--- src/design/tsi_pkg.sv ---
package tsi_pkg;

  // Coordinate and derived arithmetic widths.
  localparam int COORD_BITS = 16;
  localparam int DIFF_W     = COORD_BITS + 1;
  localparam int PROD_W     = 2 * DIFF_W;
  localparam int CRS_W      = PROD_W + 1;

  // Point/edge side tests: each segment endpoint against each triangle edge.
  localparam int NPT    = 2;
  localparam int NEDGE  = 3;
  localparam int NSIDE  = NPT * NEDGE;
  // Cross products: the side tests, then D, s and t for each edge.
  localparam int NCRS   = NSIDE + 3 * NEDGE;
  localparam int NPROD  = 2 * NCRS;
  localparam int EDGE_BASE = NSIDE;

  typedef logic signed [COORD_BITS-1:0] coord_t;
  typedef logic signed [DIFF_W-1:0]     diff_t;
  typedef logic signed [PROD_W-1:0]     prod_t;
  typedef logic signed [CRS_W-1:0]      crs_t;
  typedef logic        [CRS_W-1:0]      mag_t;

  // Triangle vertices and segment endpoints of one word.
  typedef struct packed {
    coord_t [NEDGE-1:0] vx;
    coord_t [NEDGE-1:0] vy;
    coord_t [NPT-1:0]   px;
    coord_t [NPT-1:0]   py;
  } geo_t;

  // Multiplier operands plus the endpoint bounding-box flags.
  typedef struct packed {
    diff_t [NPROD-1:0]  opa;
    diff_t [NPROD-1:0]  opb;
    logic  [NSIDE-1:0]  bnd;
  } opnd_t;

  // Raw products plus bounding-box flags.
  typedef struct packed {
    prod_t [NPROD-1:0]  prod;
    logic  [NSIDE-1:0]  bnd;
  } prod_stage_t;

  // Sign, zero and magnitude of each cross product.
  typedef struct packed {
    logic  [NCRS-1:0]   zero;
    logic  [NCRS-1:0]   neg;
    mag_t  [NCRS-1:0]   mag;
    logic  [NSIDE-1:0]  bnd;
  } flag_t;

endpackage

--- src/design/tsi_cross.sv ---
module tsi_cross import tsi_pkg::*; (
  input  logic        clk,
  input  logic        en,
  input  prod_stage_t prod,
  output flag_t       flag
);

  crs_t [NCRS-1:0]  crs_r;
  logic [NSIDE-1:0] bnd_r;
  flag_t            flag_r;

  // First stage: each cross product is the difference of two products.
  always_ff @(posedge clk) begin
    if (en) begin
      for (int i = 0; i < NCRS; i++) begin
        crs_r[i] <= $signed({prod.prod[2*i][PROD_W-1], prod.prod[2*i]}) -
                    $signed({prod.prod[2*i+1][PROD_W-1], prod.prod[2*i+1]});
      end
      bnd_r <= prod.bnd;
    end
  end

  // Second stage: zero flag, sign and magnitude of each cross product.
  always_ff @(posedge clk) begin
    if (en) begin
      for (int i = 0; i < NCRS; i++) begin
        flag_r.zero[i] <= (crs_r[i] == '0);
        flag_r.neg[i]  <= crs_r[i][CRS_W-1];
        flag_r.mag[i]  <= crs_r[i][CRS_W-1] ? mag_t'(-crs_r[i]) : mag_t'(crs_r[i]);
      end
      flag_r.bnd <= bnd_r;
    end
  end

  assign flag = flag_r;

endmodule

--- config.mk ---
export PLATFORM = sky130hd
export DESIGN_NAME = tsi_cross
export DESIGN_NICKNAME = d
export VERILOG_FILES = /design/src/design/tsi_pkg.sv /design/src/design/tsi_cross.sv
export SDC_FILE = /design/constraint.sdc
export NUM_CORES = 2
export LEC_CHECK = 0
export BUFFER_PORTS_ARGS = -buffer_cell sky130_fd_sc_hd__buf_2
export CORE_AREA = 2 2 624 626
export DETAILED_ROUTE_END_ITERATION = 6
export DIE_AREA = 0 0 626 628
export PLACE_DENSITY = 0.44
export REMOVE_ABC_BUFFERS = 1
export SLEW_MARGIN = 20
export SYNTH_ARGS = -nofsm -noshare
export SYNTH_HDL_FRONTEND = slang
export SYNTH_SLANG_ARGS = --single-unit
--- constraint.sdc ---
create_clock -name clk -period 4.8 [get_ports clk]
set_clock_uncertainty 0.05 [all_clocks]
set_input_delay 0.48 -clock clk [delete_from_list [all_inputs] [get_ports clk]]
set_output_delay 0.48 -clock clk [all_outputs]
set_load 0.02 [all_outputs]
== Word-level counts from Yosys, hierarchy flattened ==
Index checks and enable logic that the tools add are counted.
Storage, ports and cells
  flip-flop bits (word level): 1092
  input port bits: 1028
  output and inout bits: 561
  word-level logic and storage cells: 109
Operators by class
  $add $sub $neg: 30
  mux-type cells: 15
  reduce and logical (&&, ||, !) cells: 15
Operators with widths (count)
  logical NOT 35 bit: 15
  negator 35 bit: 15
  subtractor 34 x 34 -> 35 bit: 15
  two-way mux 34 bit: 15

== Longest topological paths before layout ==
  depth in word-level cells: 2
  gate-level depth with buffers: 14
  depth with buffers taken out: 14

== Worst setup path after synthesis ==
No wires, ideal clock.
  path type: input port to flip-flop
  start: input port prod[890] (netlist name)
  end: register crs_r[487] (netlist name) (data pin)
  setup time: 0.258 ns
  arrival: 3.215 ns
  setup slack: 1.277 ns
  cell stages on the path: 14
  cell sequence: inv_1 ha_1 inv_1 fa_1 a211oi_1 o21a_1 nor3_1 or2_2 a221o_1 or3b_2 a31oi_1 o21ai_0 a21oi_1 xnor2_1
Between the ends
  cells in the longest elaborated chain, start to end: 1
Ends and longest elaborated chain
  start: declaration: line tsi_cross.sv:4  | input prod_stage_t prod,
  subtractor 34 x 34 -> 35 bit: line tsi_cross.sv:16  | crs_r[i] <= $signed({prod.prod[2*i][PROD_W-1], prod.prod[2*i]}) -
  end signal: indexed assignment: line tsi_cross.sv:16
  end: declaration: line tsi_cross.sv:8  | crs_t [NCRS-1:0] crs_r;
Every way passes these cells.
A chain may end at the register's enable or synchronous reset.

== Worst setup path after layout ==
  start: input port prod[108] (netlist name)
  end: register crs_r[67] (netlist name) (data pin)
The elaborated chain is that of the path after synthesis.

==> results.cfg <==
[global_route]
antenna_found_initial = 217
grt_pass1_wl_um = 441000
grt_overflow = 0
grt_max_degree = 125
grt_pass1_vias = 57500
grt.total_usage = 0.157

[timing]
min_period_ps = 4000
max_freq_mhz = 250
slew_viol_final = 0
rsz0062_at_grt = no
setup_viol = 0
setup_tns_ps = 0
final.period_utilization = 0.834
hold_viol = 0
max_slew_margin = 0.295
tightest_slew_ps = 1060

[synth]
synth-edff-count = 1092
synth.cells.most_frequent = edfxtp_1, xnor2_1, inv_1, ha_1, a21oi_1
netlist_area_mm2 = 0.0702
ys_warn_count = 0
synth_ff_type = edfxtp_1
synthDistinctLibCells = 73
yosysTopAreaCellShare = 0.467
netlist.top_cell.by_area = edfxtp_1
synth_area_leaders = edfxtp_1, ha_1, xnor2_1
yosysSeqAreaShare = 0.467
synthCells = 6753
syn_area_per_cell_um2 = 10.4
ys_async_sr_fraction = 0
synth-seq-cells = 1092
synth_most_common_cell = edfxtp_1

[power_and_ir_drop]
p_total_w = 0.0345
ir_drop_mv = 0.233
powerDensity_mw_per_mm2 = 380
p_leak_nw = 37.6

[critical_path]
required_ps = 5330
path_cells = dlygate4sd3_1, buf_2, ha_1, inv_1, fa_1, a21o_1, a21oi_1, o21ai_0, a211oi_1, buf_4, a2111oi_2, buf_4, o21ai_0, o211ai_1, a21o_1, a31oi_1, xnor2_1
critPathArrivalTime_ps = 4530
cp-start-kind = primary input
r2r_cells = 8
crit_path_top_delay_cell = dlygate4sd3_1
reg2reg_to = flag[138]$_DFFE_PP_
crit_type = primary input to flop
cp_slowest_stage_delay_ps = 760
end_kind = flop
r2r_setup_slack_ps = 960
r2r_start = crs_r[113]$_DFFE_PP_
path_max_fanout = 6

[routing]
drt_iter0_drc = 3570
routed.top_layer = met5
wl_per_cell_um = 23.1
dr_wl_met2_um = 165000
viasPerCell = 4.22
totalWireLength_um = 323000
route.detailed.drc = 0
ant_nets = 0
met1_length_um = 120000
vias = 58900
drt_first_pass_iters = 5
route.met3.wl_um = 23400

[clocking]
clock_path_buffers = 4
cts.sinks = 1092
ctsRootBufferMaster = clkbuf_16
cts_made_buffers = 152
cts_tree = built
cts_setup_buffers = 0
clk_pin_slew_ps = 60
cts_max_level = 4
clock_latency_ps = 850

[min_path]
min_path_type = primary input to flop
hold_depth = 4
hold_end = crs_r[70]$_DFFE_PP_
holdCritStartpoint = prod[142]

[final_layout]
final_cell_area_mm2 = 0.0909
drive_above_1_share = 0.227
fin_nets = 10100
area_delta_synth_final_pct = 29.5
fillers = 42200
utilization = 0.235

[place]
post-dp-hpwl_um = 276000
dpl-instance-area_mm2 = 0.0849
port_buffers = 1588
routabilityCongestion = 0.920

[floorplanning]
dieArea_mm2 = 0.393
core_mm2 = 0.387
die_w_um = 626
io_pins = 1589
placementRows = 229
start_util = 0.181
fp.dieH_um = 628

[job]
drv_cap = 0

[outcome]
status = finished, final reports clean
## cell families after synthesis
logic type | count (synthesis) | synth area share
DFF | 1092 | 0.467
xor gates and xnor gates | 903 | 0.113
and+or+nand+nor | 1548 | 0.111
AOI/OAI and AO/OA | 1805 | 0.165
muxes | 2 | 0.000285
buffers and inverters | 863 | 0.0461
adders and majority gates | 540 | 0.0978
## area by class of cell
| type | instances | area [um2] | share of cell area |
|---|---|---|---|
| Multi-Input combinational cell | 4798 | 34200 | 0.376 |
| Sequential cell | 1092 | 32800 | 0.361 |
| Timing Repair Buffer | 1746 | 9410 | 0.103 |
| Tap cell | 5197 | 6500 | 0.0715 |
| Clock buffer | 172 | 3900 | 0.0429 |
| Inverter | 716 | 2690 | 0.0296 |
| Clock inverter | 98 | 1130 | 0.0124 |
| Antenna cell | 126 | 315 | 0.00347 |
## registers in the layout (all words and copies together) (netlist names)
register / count
flag: 561
crs_r: 525
bnd_r: 6
## per-stage QoR
step	cells	setup WS, ps	hold slack [ps]
floorplan	6606	1280	350
CTS	13800	753	0.422
finish	13900	796	92.7
detailed placement	13500	316	357
global route	13900	628	40.8
global placement	13500	352	352
## repair_timing
item,CTS,global route
endpoints found under the setup margin,0,0
endpoints found under the hold margin,46,0
resized for setup,0,0
hold buffers,68,0
## report_power, final
| group | internal, W | switching, W | total [W] | leakage, nW |
|---|---|---|---|---|
| Sequential | 0.0127 | 0.00112 | 0.0138 | 10.7 |
| Combinational | 0.00346 | 0.00561 | 0.00907 | 24.4 |
| Clock | 0.00692 | 0.00474 | 0.0117 | 2.44 |
| Total | 0.0231 | 0.0115 | 0.0345 | 37.6 |
## worst max path at each step
stage	startpoint	endpoint
finish	prod[108]	crs_r[67]$_DFFE_PP_
global placement	prod[6]	crs_r[32]$_DFFE_PP_
detailed placement	prod[6]	crs_r[32]$_DFFE_PP_
CTS	prod[108]	crs_r[67]$_DFFE_PP_
floorplan	prod[890]	crs_r[487]$_DFFE_PP_
global route	prod[108]	crs_r[67]$_DFFE_PP_
## critical path, delay by kind of cell
family | cells | cell delay [ps]
AOI/OAI and AO/OA | 9 | 2020
buffers and inverters | 5 | 1380
adders and majority gates | 2 | 540
xor gates and xnor gates | 1 | 90
## layout by cell type, fill, tap and decap left out, types with 50 or more instances in the layout
master / count
nand2b_1: 80
a21oi_1: 444
buf_2: 1587
nand4_1: 65
a211oi_1: 50
nor3_1: 100
ha_1: 525
o21ai_0: 438
xor2_1: 165
diode_2: 126
nor2_1: 332
clkbuf_16: 153
nand3_1: 128
o21a_1: 71
edfxtp_1: 1092
o41ai_1: 73
o21bai_1: 62
a31oi_1: 62
and3_1: 57
xnor2_1: 738
nand2_1: 410
or4_1: 86
dlygate4sd3_1: 68
o31ai_1: 140
inv_1: 716
or3_1: 68
buf_4: 82
nor2b_1: 70
a21o_1: 247
## metal layers
metal,vias up,GRT usage
met3,613,0.0428
li1,28400,-
met4,112,0.0638
met1,28000,0.170
met5,-,0
met2,1774,0.286
No activity file was read; power rests on OpenSTA's default activity.
