## config.mk

```make
export PLATFORM = sky130hd
export DESIGN_NAME = tsi_decide
export DESIGN_NICKNAME = d
export VERILOG_FILES = /design/src/design/tsi_pkg.sv /design/src/design/tsi_decide.sv
export SDC_FILE = /design/constraint.sdc
export NUM_CORES = 1
export LEC_CHECK = 0
export BUFFER_PORTS_ARGS = -buffer_cell sky130_fd_sc_hd__buf_2
export CORE_AREA = 3 3 217 219
export CTS_BUF_LIST = sky130_fd_sc_hd__clkbuf_8
export CTS_CLUSTER_DIAMETER = 150
export DETAILED_ROUTE_END_ITERATION = 16
export DIE_AREA = 0 0 220 222
export SETUP_SLACK_MARGIN = 0.1
export SLEW_MARGIN = 20
export SYNTH_ARGS = -nofsm -noshare
export SYNTH_HDL_FRONTEND = slang
export SYNTH_SLANG_ARGS = --single-unit
```

## constraint.sdc

```tcl
create_clock -name clk -period 4.4 [get_ports clk]
set_input_delay 0.66 -clock clk [delete_from_list [all_inputs] [get_ports clk]]
set_output_delay 0.66 -clock clk [all_outputs]
set_load 0.01 [all_outputs]
```

## src/design/tsi_pkg.sv

```systemverilog
package tsi_pkg;

  // Coordinate and derived arithmetic widths.
  localparam int COORD_BITS = 16;
  localparam int DIFF_W     = COORD_BITS + 1;
  localparam int PROD_W     = 2 * DIFF_W;
  localparam int CRS_W      = PROD_W + 1;

  // Point/edge side tests: each segment endpoint against each triangle edge.
  localparam int NPT    = 2;
  localparam int NEDGE  = 3;
  localparam int NSIDE  = NPT * NEDGE;
  // Cross products: the side tests, then D, s and t for each edge.
  localparam int NCRS   = NSIDE + 3 * NEDGE;
  localparam int NPROD  = 2 * NCRS;
  localparam int EDGE_BASE = NSIDE;

  typedef logic signed [COORD_BITS-1:0] coord_t;
  typedef logic signed [DIFF_W-1:0]     diff_t;
  typedef logic signed [PROD_W-1:0]     prod_t;
  typedef logic signed [CRS_W-1:0]      crs_t;
  typedef logic        [CRS_W-1:0]      mag_t;

  // Triangle vertices and segment endpoints of one word.
  typedef struct packed {
    coord_t [NEDGE-1:0] vx;
    coord_t [NEDGE-1:0] vy;
    coord_t [NPT-1:0]   px;
    coord_t [NPT-1:0]   py;
  } geo_t;

  // Multiplier operands plus the endpoint bounding-box flags.
  typedef struct packed {
    diff_t [NPROD-1:0]  opa;
    diff_t [NPROD-1:0]  opb;
    logic  [NSIDE-1:0]  bnd;
  } opnd_t;

  // Raw products plus bounding-box flags.
  typedef struct packed {
    prod_t [NPROD-1:0]  prod;
    logic  [NSIDE-1:0]  bnd;
  } prod_stage_t;

  // Sign, zero and magnitude of each cross product.
  typedef struct packed {
    logic  [NCRS-1:0]   zero;
    logic  [NCRS-1:0]   neg;
    mag_t  [NCRS-1:0]   mag;
    logic  [NSIDE-1:0]  bnd;
  } flag_t;

endpackage

```

## src/design/tsi_decide.sv

```systemverilog
module tsi_decide import tsi_pkg::*; (
  input  logic  clk,
  input  logic  en,
  input  flag_t flag,
  output logic  hit
);

  logic hit_r;
  logic hit_nxt;

  // True when n/d lies in [0,1]; d is known to be nonzero.
  function automatic logic ratio_unit(input logic nz, input logic nn, input mag_t nm,
                                      input logic dn, input mag_t dm);
    ratio_unit = nz || ((nn == dn) && (nm <= dm));
  endfunction

  // Combine endpoint-inside tests and the crossing test of each edge.
  always_comb begin
    logic any_pos, any_neg, on_edge, crossed;
    hit_nxt = 1'b0;
    for (int p = 0; p < NPT; p++) begin
      any_pos = 1'b0;
      any_neg = 1'b0;
      on_edge = 1'b0;
      for (int e = 0; e < NEDGE; e++) begin
        any_pos = any_pos | (!flag.zero[p*NEDGE+e] && !flag.neg[p*NEDGE+e]);
        any_neg = any_neg | (!flag.zero[p*NEDGE+e] &&  flag.neg[p*NEDGE+e]);
        on_edge = on_edge | (flag.zero[p*NEDGE+e] && flag.bnd[p*NEDGE+e]);
      end
      hit_nxt = hit_nxt | on_edge | !(any_pos && any_neg);
    end
    for (int e = 0; e < NEDGE; e++) begin
      crossed = !flag.zero[EDGE_BASE+3*e] &&
                ratio_unit(flag.zero[EDGE_BASE+3*e+1], flag.neg[EDGE_BASE+3*e+1],
                           flag.mag[EDGE_BASE+3*e+1], flag.neg[EDGE_BASE+3*e],
                           flag.mag[EDGE_BASE+3*e]) &&
                ratio_unit(flag.zero[EDGE_BASE+3*e+2], flag.neg[EDGE_BASE+3*e+2],
                           flag.mag[EDGE_BASE+3*e+2], flag.neg[EDGE_BASE+3*e],
                           flag.mag[EDGE_BASE+3*e]);
      hit_nxt = hit_nxt | crossed;
    end
  end

  always_ff @(posedge clk) begin
    if (en) begin
      hit_r <= hit_nxt;
    end
  end

  assign hit = hit_r;

endmodule
```

* After elaboration in Yosys (flattened, before gate mapping)
Index checks and enable logic that the tools add are counted.
** Storage, ports and cells
- Bits in registers :: 1
- Bits of input ports :: 563
- Output and inout bits :: 1
- Logic and storage cells :: 86
** Cells by class
- Order comparisons :: 6
- Equality and inequality tests :: 6
- Bitwise logic cells :: 18
- Reduce and logical (&&, ||, !) cells :: 55
** Operator list (count)
- 35-bit <= comparator :: 6
- 1-bit logical AND :: 32
- 1-bit bitwise OR :: 18
- 1-bit logical NOT :: 17
- 1-bit == test :: 6
- 1-bit logical OR :: 6

* Logic depth before layout (Yosys ltp)
- Word-level depth :: 12
- Depth in mapped cells :: 9
- Mapped depth without buffers :: 9

* Worst setup path after synthesis
Ideal clock, no wire load.
- Path type :: input-to-reg
- From :: in flag[446] (netlist bit)
- To :: reg hit_r, in the netlist hit (data pin)
- Library setup time :: 162 ps
- Arrival time :: 2452 ps
- Required time :: 4238 ps
- Path slack :: 1786 ps
- Cell stages on the path :: 9
- Buffers on the path :: 0
- Path through :: inv_1 ha_1 a21o_1 a221o_1 a221oi_2 o221ai_1 a2111oi_1 o32ai_1 o2111ai_1
** Between the ends
- Word-level cells in the longest chain between the ends :: 6
- Elaborated cells between the ends (all ways) :: 9
- Those cells by class :: 2 x order compare; 1 x bitwise; 6 x reduce/logical
** RTL lines
- start: declaration :: RTL line tsi_decide.sv:4 : input flag_t flag,
- 35-bit <= comparator :: RTL line tsi_decide.sv:14 : ratio_unit = nz || ((nn == dn) && (nm <= dm));
- 1-bit logical AND :: RTL line tsi_decide.sv:14
- 1-bit logical OR :: RTL line tsi_decide.sv:14
- 1-bit logical AND :: RTL line tsi_decide.sv:33 : crossed = !flag.zero[EDGE_BASE+3*e] &&
- 1-bit logical AND (*) :: RTL line tsi_decide.sv:36 : flag.mag[EDGE_BASE+3*e]) &&
- 1-bit bitwise OR (*) :: RTL line tsi_decide.sv:40 : hit_nxt = hit_nxt | crossed;
- named net hit_nxt :: RTL line tsi_decide.sv:9 : logic hit_nxt;
- end signal: assignment :: RTL line tsi_decide.sv:46 : hit_r <= hit_nxt;
- end: declaration :: RTL line tsi_decide.sv:8 : logic hit_r;
The timed path passes the listed nets; every way through them passes the cells marked *.
A chain may end at the register's enable or synchronous reset.

* Worst setup path in the final report
- From :: in flag[448] (netlist bit)
- To :: reg hit_r, in the netlist hit (data pin)
The elaborated chain is that of the path after synthesis.

==> impl_metrics.tcl <==
set metrics [dict create \
    status "finished, final reports clean" \
    ios 564 \
    p_int_w 0.000323 \
    p_per_area_nw_per_um2 85.5 \
    crit_type "primary input to flop" \
    grt_pass1_wl_mm 36.9 \
    synth_top_cell_by_area "ha_1" \
    slew_headroom_pct 49.8 \
    yosysTopAreaCellShare_pct 50.9 \
    final_nets 1811 \
    drt-initial-drc-count 170 \
    initial_core_util_pct 11.4 \
    p_comb_share_pct 98.3 \
    p_leak_nw 4.29 \
    netlist_instances 681 \
    seqPwrFrac_pct 1.7 \
    hpwl_mm 24.4 \
    fillCellCount 5184 \
    syn-num-nets 1454 \
    clock_power_share_pct 0 \
    via_per_inst 3.93 \
    start_kind "primary input" \
    rsz0062_at_grt "no" \
    synth_sequential_area_ratio_pct 0.582 \
    wl_per_cell_um 15.6 \
    rows 78 \
    cp_data_required_time_ns 4.08 \
    gr-usage-all-layers_pct 9.79 \
    syn_avg_cell_area_um2 7.58 \
    dieArea_um2 48800 \
    synth_cell_types 43 \
    whs_path_depth 1 \
    grt_pass1_vias 6822 \
    syn_area_um2 5160 \
    cts_setup_buffers 0 \
    tns_ns 0 \
    fmax_mhz 280 \
    min_to "hit" \
    synthArstFlopShare_pct 0 \
    synth_area_leaders "ha_1, inv_1, a21oi_1" \
    drtAntennaViolNets 0 \
    cts_resized 0 \
    tightest_slew_ns 0.751 \
    synth-seq-cells 1 \
    core_um2 45300 \
    post-route-util_pct 17.0 \
    wl_mm 25.7 \
    antenna_found_initial 17 \
    die_w_um 220 \
    critical_path_arrival_ns 3.25 \
    area_delta_synth_final_pct 49.4 \
    drt_pass1_iterations 4 \
    regArea_um2 30.0 \
    p_sw_w 0.000336 \
    clk_pin_slew_ns 0 \
    largest_reg_flops 1 \
    hp-start "en" \
    drive_gt1_share_pct 34.5 \
    min_period_over_period_pct 81.0 \
    multiInputGateArea_um2 4690 \
    synth_edf_count 1 \
    setup_viol 0 \
    period_minus_slack_ns 3.57 \
    ys.flop_type "edfxtp_1" \
    hold_class "primary input to flop" \
    synth_most_common_cell "ha_1" \
    gp_congestion 0.843 \
    yosysWarningCount 0 \
    grt_overflow_total 0 \
    swShare_pct 51.0 \
    port_buffers 353 \
    cp_max_fo 3 \
    synthTopCellsByCount "ha_1, inv_1, a21oi_1" \
    hold_violations 0 \
    drcViolationCount 0 \
    cts_hold_buf 0 \
    slew_violations 0 \
    timing.critical_path.to_type "flop" \
    grt_max_degree 5 \
    route.vias.total 6451 \
    maxCapViolCount 0 \
    die_y_um 222 \
    irDropWorstVdd_uv 32.9 \
]
-- metrics by stage --
step	total power [W]	std cells	setup WS [ns]	hold WS [ns]	area [µm²]
floorplan	0.000357	681	1.79	0.772	5160
global placement	0.000640	1636	0.585	0.858	7690
detailed placement	0.000662	1636	0.528	0.863	7690
CTS	0.000667	1636	0.510	0.864	7690
global route	0.000758	1639	0.432	0.865	7700
finish	0.000659	1642	0.834	0.864	7710
-- layer usage --
metal | routed length (µm) | GRT usage (%) | share of wire, %
met1 | 10300 | 11.2 | 40
met2 | 11800 | 17.3 | 46
met3 | 2930 | 3.91 | 11
met4 | 452 | 1.66 | 1.8
met5 | 120 | 0 | 0.47
-- cells in the final DEF (no fill, tap or decap), types with 2 or more instances in the layout --
cell	n
o32ai_1	5
o21a_1	2
diode_2	6
and4_1	8
nor2_1	25
nand3b_1	2
o21ai_0	34
o22ai_1	2
nor4_1	9
a221o_1	4
o22a_1	2
a31oi_1	3
ha_1	210
nand2_1	47
a22oi_1	4
o31ai_1	4
nand3_1	22
xor2_1	4
o211ai_1	3
nand4_1	35
xnor2_1	8
inv_1	116
nor2b_1	3
nor3_1	9
a221oi_1	7
a211oi_1	12
buf_4	2
buf_2	353
a21oi_1	71
a21o_1	13
and3_1	2
-- worst max-delay path, cell delays in order --
cell and delay [ns]:
buf_2 0.07, inv_1 0.05, ha_1 0.31, nand4_1 0.15, nor4_1 0.38, nand4_1 0.27
a31oi_1 0.30, nor3_1 0.09, o32ai_1 0.68, o2111ai_1 0.27
-- cell type report --
cell class,instances,area share [%]
antenna,6,0.195
inverter,116,5.65
tap,600,9.74
sequential,1,0.390
timing repair buffer,355,23.1
multi-input combinational,564,60.9
-- power groups by stage --
| stage | clock, W | sequential (W) | combinational [W] |
|---|---|---|---|
| floorplan | 0 | 0.0000117 | 0.000346 |
| global placement | 0 | 0.0000113 | 0.000628 |
| detailed placement | 0 | 0.0000113 | 0.000651 |
| CTS | 0 | 0.0000113 | 0.000655 |
| global route | 0.0000000000917 | 0.0000113 | 0.000747 |
| finish | 0.000000000183 | 0.0000113 | 0.000648 |
-- kinds of logic after synthesis --
family,Yosys count,share of synthesized area [%]
DFF,1,0.582
xor gates and xnor gates,12,2.04
and+or+nand+nor,167,16.5
buffers and inverters,116,8.44
AOI/OAI and AO/OA,175,21.5
adders and majority gates,210,50.9
-- worst max-delay path by stage --
stage | from | end | cells after the start
3_5_place_dp | flag[448] | hit | 10
3_3_place_gp | flag[451] | hit | 10
6_report | flag[448] | hit | 10
4_1_cts | flag[448] | hit | 10
2_1_floorplan | flag[446] | hit | 9
5_1_grt | flag[451] | hit | 10
(Power assumes the default switching activity.)
