File: src/design/tsi_pkg.sv
package tsi_pkg;

  // Coordinate and derived arithmetic widths.
  localparam int COORD_BITS = 16;
  localparam int DIFF_W     = COORD_BITS + 1;
  localparam int PROD_W     = 2 * DIFF_W;
  localparam int CRS_W      = PROD_W + 1;

  // Point/edge side tests: each segment endpoint against each triangle edge.
  localparam int NPT    = 2;
  localparam int NEDGE  = 3;
  localparam int NSIDE  = NPT * NEDGE;
  // Cross products: the side tests, then D, s and t for each edge.
  localparam int NCRS   = NSIDE + 3 * NEDGE;
  localparam int NPROD  = 2 * NCRS;
  localparam int EDGE_BASE = NSIDE;

  typedef logic signed [COORD_BITS-1:0] coord_t;
  typedef logic signed [DIFF_W-1:0]     diff_t;
  typedef logic signed [PROD_W-1:0]     prod_t;
  typedef logic signed [CRS_W-1:0]      crs_t;
  typedef logic        [CRS_W-1:0]      mag_t;

  // Triangle vertices and segment endpoints of one word.
  typedef struct packed {
    coord_t [NEDGE-1:0] vx;
    coord_t [NEDGE-1:0] vy;
    coord_t [NPT-1:0]   px;
    coord_t [NPT-1:0]   py;
  } geo_t;

  // Multiplier operands plus the endpoint bounding-box flags.
  typedef struct packed {
    diff_t [NPROD-1:0]  opa;
    diff_t [NPROD-1:0]  opb;
    logic  [NSIDE-1:0]  bnd;
  } opnd_t;

  // Raw products plus bounding-box flags.
  typedef struct packed {
    prod_t [NPROD-1:0]  prod;
    logic  [NSIDE-1:0]  bnd;
  } prod_stage_t;

  // Sign, zero and magnitude of each cross product.
  typedef struct packed {
    logic  [NCRS-1:0]   zero;
    logic  [NCRS-1:0]   neg;
    mag_t  [NCRS-1:0]   mag;
    logic  [NSIDE-1:0]  bnd;
  } flag_t;

endpackage

File: src/design/tsi_operand.sv
module tsi_operand import tsi_pkg::*; (
  input  logic  clk,
  input  logic  en,
  input  geo_t  geo,
  output opnd_t opnd
);

  opnd_t opnd_r;
  opnd_t opnd_nxt;

  // Exact difference of two coordinates, one bit wider.
  function automatic diff_t sub_d(input coord_t a, input coord_t b);
    sub_d = {a[COORD_BITS-1], a} - {b[COORD_BITS-1], b};
  endfunction

  // True when p lies between a and b inclusive, in either order.
  function automatic logic in_rng(input coord_t p, input coord_t a, input coord_t b);
    in_rng = ((p >= a) && (p <= b)) || ((p >= b) && (p <= a));
  endfunction

  // Build the operand pairs of every cross product. Edge e runs from
  // vertex e to the next vertex, wrapping from C back to A.
  always_comb begin
    diff_t ux, uy, sx, sy, wx, wy;
    opnd_nxt = '0;
    sx = sub_d(geo.px[1], geo.px[0]);
    sy = sub_d(geo.py[1], geo.py[0]);
    for (int e = 0; e < NEDGE; e++) begin
      // Side tests of each endpoint against this edge.
      for (int p = 0; p < NPT; p++) begin
        opnd_nxt.opa[2*(p*NEDGE+e)]   = sub_d(geo.px[p], geo.vx[(e+1)%NEDGE]);
        opnd_nxt.opb[2*(p*NEDGE+e)]   = sub_d(geo.vy[e], geo.vy[(e+1)%NEDGE]);
        opnd_nxt.opa[2*(p*NEDGE+e)+1] = sub_d(geo.vx[e], geo.vx[(e+1)%NEDGE]);
        opnd_nxt.opb[2*(p*NEDGE+e)+1] = sub_d(geo.py[p], geo.vy[(e+1)%NEDGE]);
        opnd_nxt.bnd[p*NEDGE+e] = in_rng(geo.px[p], geo.vx[e], geo.vx[(e+1)%NEDGE]) &&
                                  in_rng(geo.py[p], geo.vy[e], geo.vy[(e+1)%NEDGE]);
      end
      // Parametric crossing terms: D = u x v, s = v x w, t = u x w.
      ux = sub_d(geo.vx[(e+1)%NEDGE], geo.vx[e]);
      uy = sub_d(geo.vy[(e+1)%NEDGE], geo.vy[e]);
      wx = sub_d(geo.vx[e], geo.px[0]);
      wy = sub_d(geo.vy[e], geo.py[0]);
      opnd_nxt.opa[2*(EDGE_BASE+3*e)]     = ux;
      opnd_nxt.opb[2*(EDGE_BASE+3*e)]     = sy;
      opnd_nxt.opa[2*(EDGE_BASE+3*e)+1]   = uy;
      opnd_nxt.opb[2*(EDGE_BASE+3*e)+1]   = sx;
      opnd_nxt.opa[2*(EDGE_BASE+3*e+1)]   = sx;
      opnd_nxt.opb[2*(EDGE_BASE+3*e+1)]   = wy;
      opnd_nxt.opa[2*(EDGE_BASE+3*e+1)+1] = sy;
      opnd_nxt.opb[2*(EDGE_BASE+3*e+1)+1] = wx;
      opnd_nxt.opa[2*(EDGE_BASE+3*e+2)]   = ux;
      opnd_nxt.opb[2*(EDGE_BASE+3*e+2)]   = wy;
      opnd_nxt.opa[2*(EDGE_BASE+3*e+2)+1] = uy;
      opnd_nxt.opb[2*(EDGE_BASE+3*e+2)+1] = wx;
    end
  end

  always_ff @(posedge clk) begin
    if (en) begin
      opnd_r <= opnd_nxt;
    end
  end

  assign opnd = opnd_r;

endmodule

File: config.mk
export PLATFORM = sky130hd
export DESIGN_NAME = tsi_operand
export DESIGN_NICKNAME = d
export VERILOG_FILES = /design/src/design/tsi_pkg.sv /design/src/design/tsi_operand.sv
export SDC_FILE = /design/constraint.sdc
export NUM_CORES = 2
export LEC_CHECK = 0
export ABC_AREA = 1
export BUFFER_PORTS_ARGS = -buffer_cell sky130_fd_sc_hd__buf_2
export CORE_AREA = 2 2 469 471
export CTS_CLUSTER_SIZE = 24
export DETAILED_ROUTE_END_ITERATION = 16
export DIE_AREA = 0 0 471 473
export GPL_TIMING_DRIVEN = 0
export PLACE_DENSITY = 0.36
export SETUP_SLACK_MARGIN = 0.2
export SYNTH_ARGS = -nofsm -noshare
export SYNTH_HDL_FRONTEND = slang
export SYNTH_SLANG_ARGS = --single-unit
File: constraint.sdc
create_clock -name clk -period 2 [get_ports clk]
set_input_delay 0.5 -clock clk [delete_from_list [all_inputs] [get_ports clk]]
set_output_delay 0.5 -clock clk [all_outputs]
set_load 0.02 [all_outputs]
-- Word-level counts from Yosys, hierarchy flattened
Cells that the tools add are included.
W data, S select, Z words.
- add/subtract/negate cells: 32
- magnitude comparators: 24
- reductions and logical operators: 42
- operators with widths (operator ; number):
    $sub A16 B16 Y17 ; 32
    $ge A16 B16 Y1 ; 12
    $le A16 B16 Y1 ; 12
    $logic_and A1 B1 Y1 ; 30
    $logic_or A1 B1 Y1 ; 12
- register bits after elaboration: 550
- input bits: 162
- output and inout bits: 1026
- logic and storage cells: 131

-- Depth between registers and ports, before layout
- depth after elaboration: 4
- gate-level depth with buffers: 18
- gate-level depth less buffers: 17

-- Least setup slack after synthesis
Ideal clock, no wire load.
- kind: input -> register
- start: input port geo[48] in the netlist's numbering
- end: register opnd_r (netlist bit opnd[666]) (data pin)
- setup time: 0.259 ns
- arrival: 1.931 ns
- data required time: 1.741 ns
- slack: -0.190 ns
- stages on the path: 13
- buffers on the path: 0
- cell sequence: inv_1 > ha_1 > fa_1 > o21ai_2 > nand2_1 > nand2_1 > nand2_1 > nand2_2 > nand2_1 > nand2_2 > nand2_1 > nand2_1 > xor2_1
- RTL lines (element ; RTL line ; text):
    start, declared ; tsi_operand.sv:4 ; input geo_t geo,
    end signal, assigned ; tsi_operand.sv:60 ; opnd_r <= opnd_nxt;
    end, declared ; tsi_operand.sv:8 ; opnd_t opnd_r;

-- Worst setup path in the final report
- start: register opnd_r (netlist bit opnd[805])
- end: output port opnd[805] in the netlist's numbering
- RTL lines (element ; RTL line ; text):
    end, declared ; tsi_operand.sv:5 ; output opnd_t opnd
No word-level cell between the ends.

==> flow_summary.yaml <==
logic_synthesis:
  yosysWarnings: 0
  synth_most_common_cell: "nand2_1"
  synth_edf_count: 538
  syn_avg_cell_area_um2: 8.978
  synth_top_area_share_pct: 35.63
  async_reset_ff_share_pct: 0
  yosysUniqueCellTypes: 54
  synthesis.area_um2: 45350
  synth_fp_nets: 5769
  synthFlopType: "edfxtp_1"
  synth_top_area_cell: "edfxtp_1"
  ys_seq_area_share_pct: 35.63
  yosys-top-cells-area: "edfxtp_1 36%, ha_1 14%, buf_4 8.6%"
  synthTopCellsByCount: "712 x nand2_1, 538 x edfxtp_1, 529 x inv_1"
  ys_ff_latch: 538
  syn_inst: 5051
power_and_ir_drop:
  powerDensity_nw_per_um2: 802.8
  peakVddDrop_uv: 638.9
  p_leak_nw: 32.02
worst_setup_path:
  endpoint_kind: "output port"
  crit_required_ns: 1.50
  path_class: "flop to output port"
  crit_fanout: 4
  critPathArrivalTime_ns: 1.58
  start_kind: "flop"
layout:
  syn_to_final_growth_pct: 60.39
  fin_area_um2: 72730
  nFillCells: 22677
  postLayoutCoreUtil_pct: 33.33
  drive_gt1_share_pct: 50.91
  final_nets: 7451
  largest_reg_flops: 538
routing:
  drc_errors: 0
  vias: 42701
  drtIter0Drc: 2652
  dr.pass1.iters: 5
  ant_nets: 0
  wl_per_cell_um: 27.49
  wl_um: 265900
  viasPerCell: 4.416
sta:
  slew_violations: 0
  setup_ws_ns: -0.08405
  relSlewSlack_pct: 50.48
  fmax_mhz: 479.8
  min_period_over_period_pct: 104.2
  timing_hold_violations_final: 0
  setup_tns_ns: -4.708
  worstMarginPinSlew_ns: 0.7428
  grt_setup_unrepaired: "true"
  period_minus_slack_ns: 2.084
  setup-violations-final: 150
outcome:
  status: "finished, violations left"
  violations: "negative setup slack"
floorplan:
  pin_count: 1188
  dieArea_um2: 222800
  start_util_pct: 20.78
  fp.coreArea_um2: 218200
  fp.dieW_um: 471
  fp-row-count: 172
  die_h_um: 473
placed_design:
  place_ws_ns: -2.206
  io_buffers: 1187
  dp_hpwl_um: 217100
  placed_cell_area_um2: 57280
  place.gp.congestion: 0.9092
grt:
  track_usage_pct: 22.80
  grt-ovfl-total: 0
  grt_pass1_vias: 41761
  grt_pass1_wl_um: 351700
  grt_max_degree: 119
  antenna_found_initial: 32
clocking:
  numCtsBuffers: 74
  root_buffer: "clkbuf_16"
  clkTransAtPathRegs_ns: 0.07
  cts_tree: "built"
  cts_buffer_depth: 3
  clock-sinks: 538
  ctsHoldBuffers: 0
  h-tree-depth: 3
run:
  maxCapViolCount: 0
hold_path:
  hold_path.class: "primary input to flop"
logic make-up (layout without fill, tap and decap cells):
kind of cell	count (synthesis)	in the layout	synth area share, %
adders and majority gates	556	556	15.87
xor gates and xnor gates	470	470	9.078
AOI/OAI and AO/OA	996	996	12.78
and+or+nand+nor	1331	1331	12.27
other	0	7	0
muxes	2	2	0.04415
DFF	538	538	35.63
buffers and inverters	1158	2899	14.33
timing repair:
item / CTS / global route
resized for setup: 1800 / 742
pin swaps: 127 / 174
gates cloned: 1 / 0
setup endpoints to repair: 1495 / 1264
buffers inserted: 287 / 126
through the flow:
| step | hold slack (ns) | power [mW] | std cells |
|---|---|---|---|
| finish | 0.2167 | 58.39 | 9670 |
| global placement | 0.9516 | 39.69 | 9109 |
| global route | 0.1889 | 60.98 | 9666 |
| CTS | 0.1779 | 57.58 | 9537 |
| floorplan | 0.6125 | 29.69 | 5051 |
| detailed placement | 0.9500 | 39.35 | 9114 |
placed cells by master, fill, tap and decap left out, types with 42 or more instances in the layout:
cell type / instances
nand2_2: 127
xnor2_1: 79
a21oi_2: 167
nand3_1: 61
buf_12: 58
edfxtp_1: 538
buf_4: 599
o21ai_0: 171
xor2_1: 352
nand2_1: 556
a21o_1: 61
buf_2: 616
ha_4: 166
inv_1: 365
o21ai_2: 53
nand2_4: 63
ha_1: 333
a21oi_1: 235
clkinvlp_4: 102
nor2_1: 312
o21ai_1: 84
inv_2: 50
nor2_2: 52
buf_6: 855
buf_8: 42
clkbuf_16: 76
routing by layer:
metal  track usage (%)  wire (µm)  up-vias
met5                 0        174        -
met2             40.61     133100     1372
met4             6.776       8388       26
li1                  -          -    19830
met1             27.79     110200    21178
met3             4.063      13940      295
cell type report:
| type | count | area [µm²] | area share (%) |
|---|---|---|---|
| inverter | 545 | 2605 | 3.582 |
| timing repair buffer | 1606 | 13750 | 18.91 |
| antenna | 7 | 17.52 | 0.02408 |
| clock buffer | 87 | 1943 | 2.672 |
| sequential | 538 | 16160 | 22.21 |
| buffer | 613 | 5863 | 8.061 |
| tap | 2871 | 3592 | 4.939 |
| clock inverter | 48 | 441.7 | 0.6073 |
| multi-input combinational | 3355 | 28360 | 39.00 |
where the power goes:
part | switching [mW] | internal [mW]
combinational | 16.5 | 11.9
sequential | 1.52 | 15.0
clock | 5.79 | 7.65
worst paths after layout:
path,from,end,cells after the start
setup / recovery,opnd[805],opnd[805],2
hold / removal,geo[32],opnd[958],3
worst max-delay path: stages, from the launching register on:
cell,delay [ns]
edfxtp_1,0.53
buf_4,0.20
buf_6,0.12
Note: power is estimated with default switching activity, not from simulation.
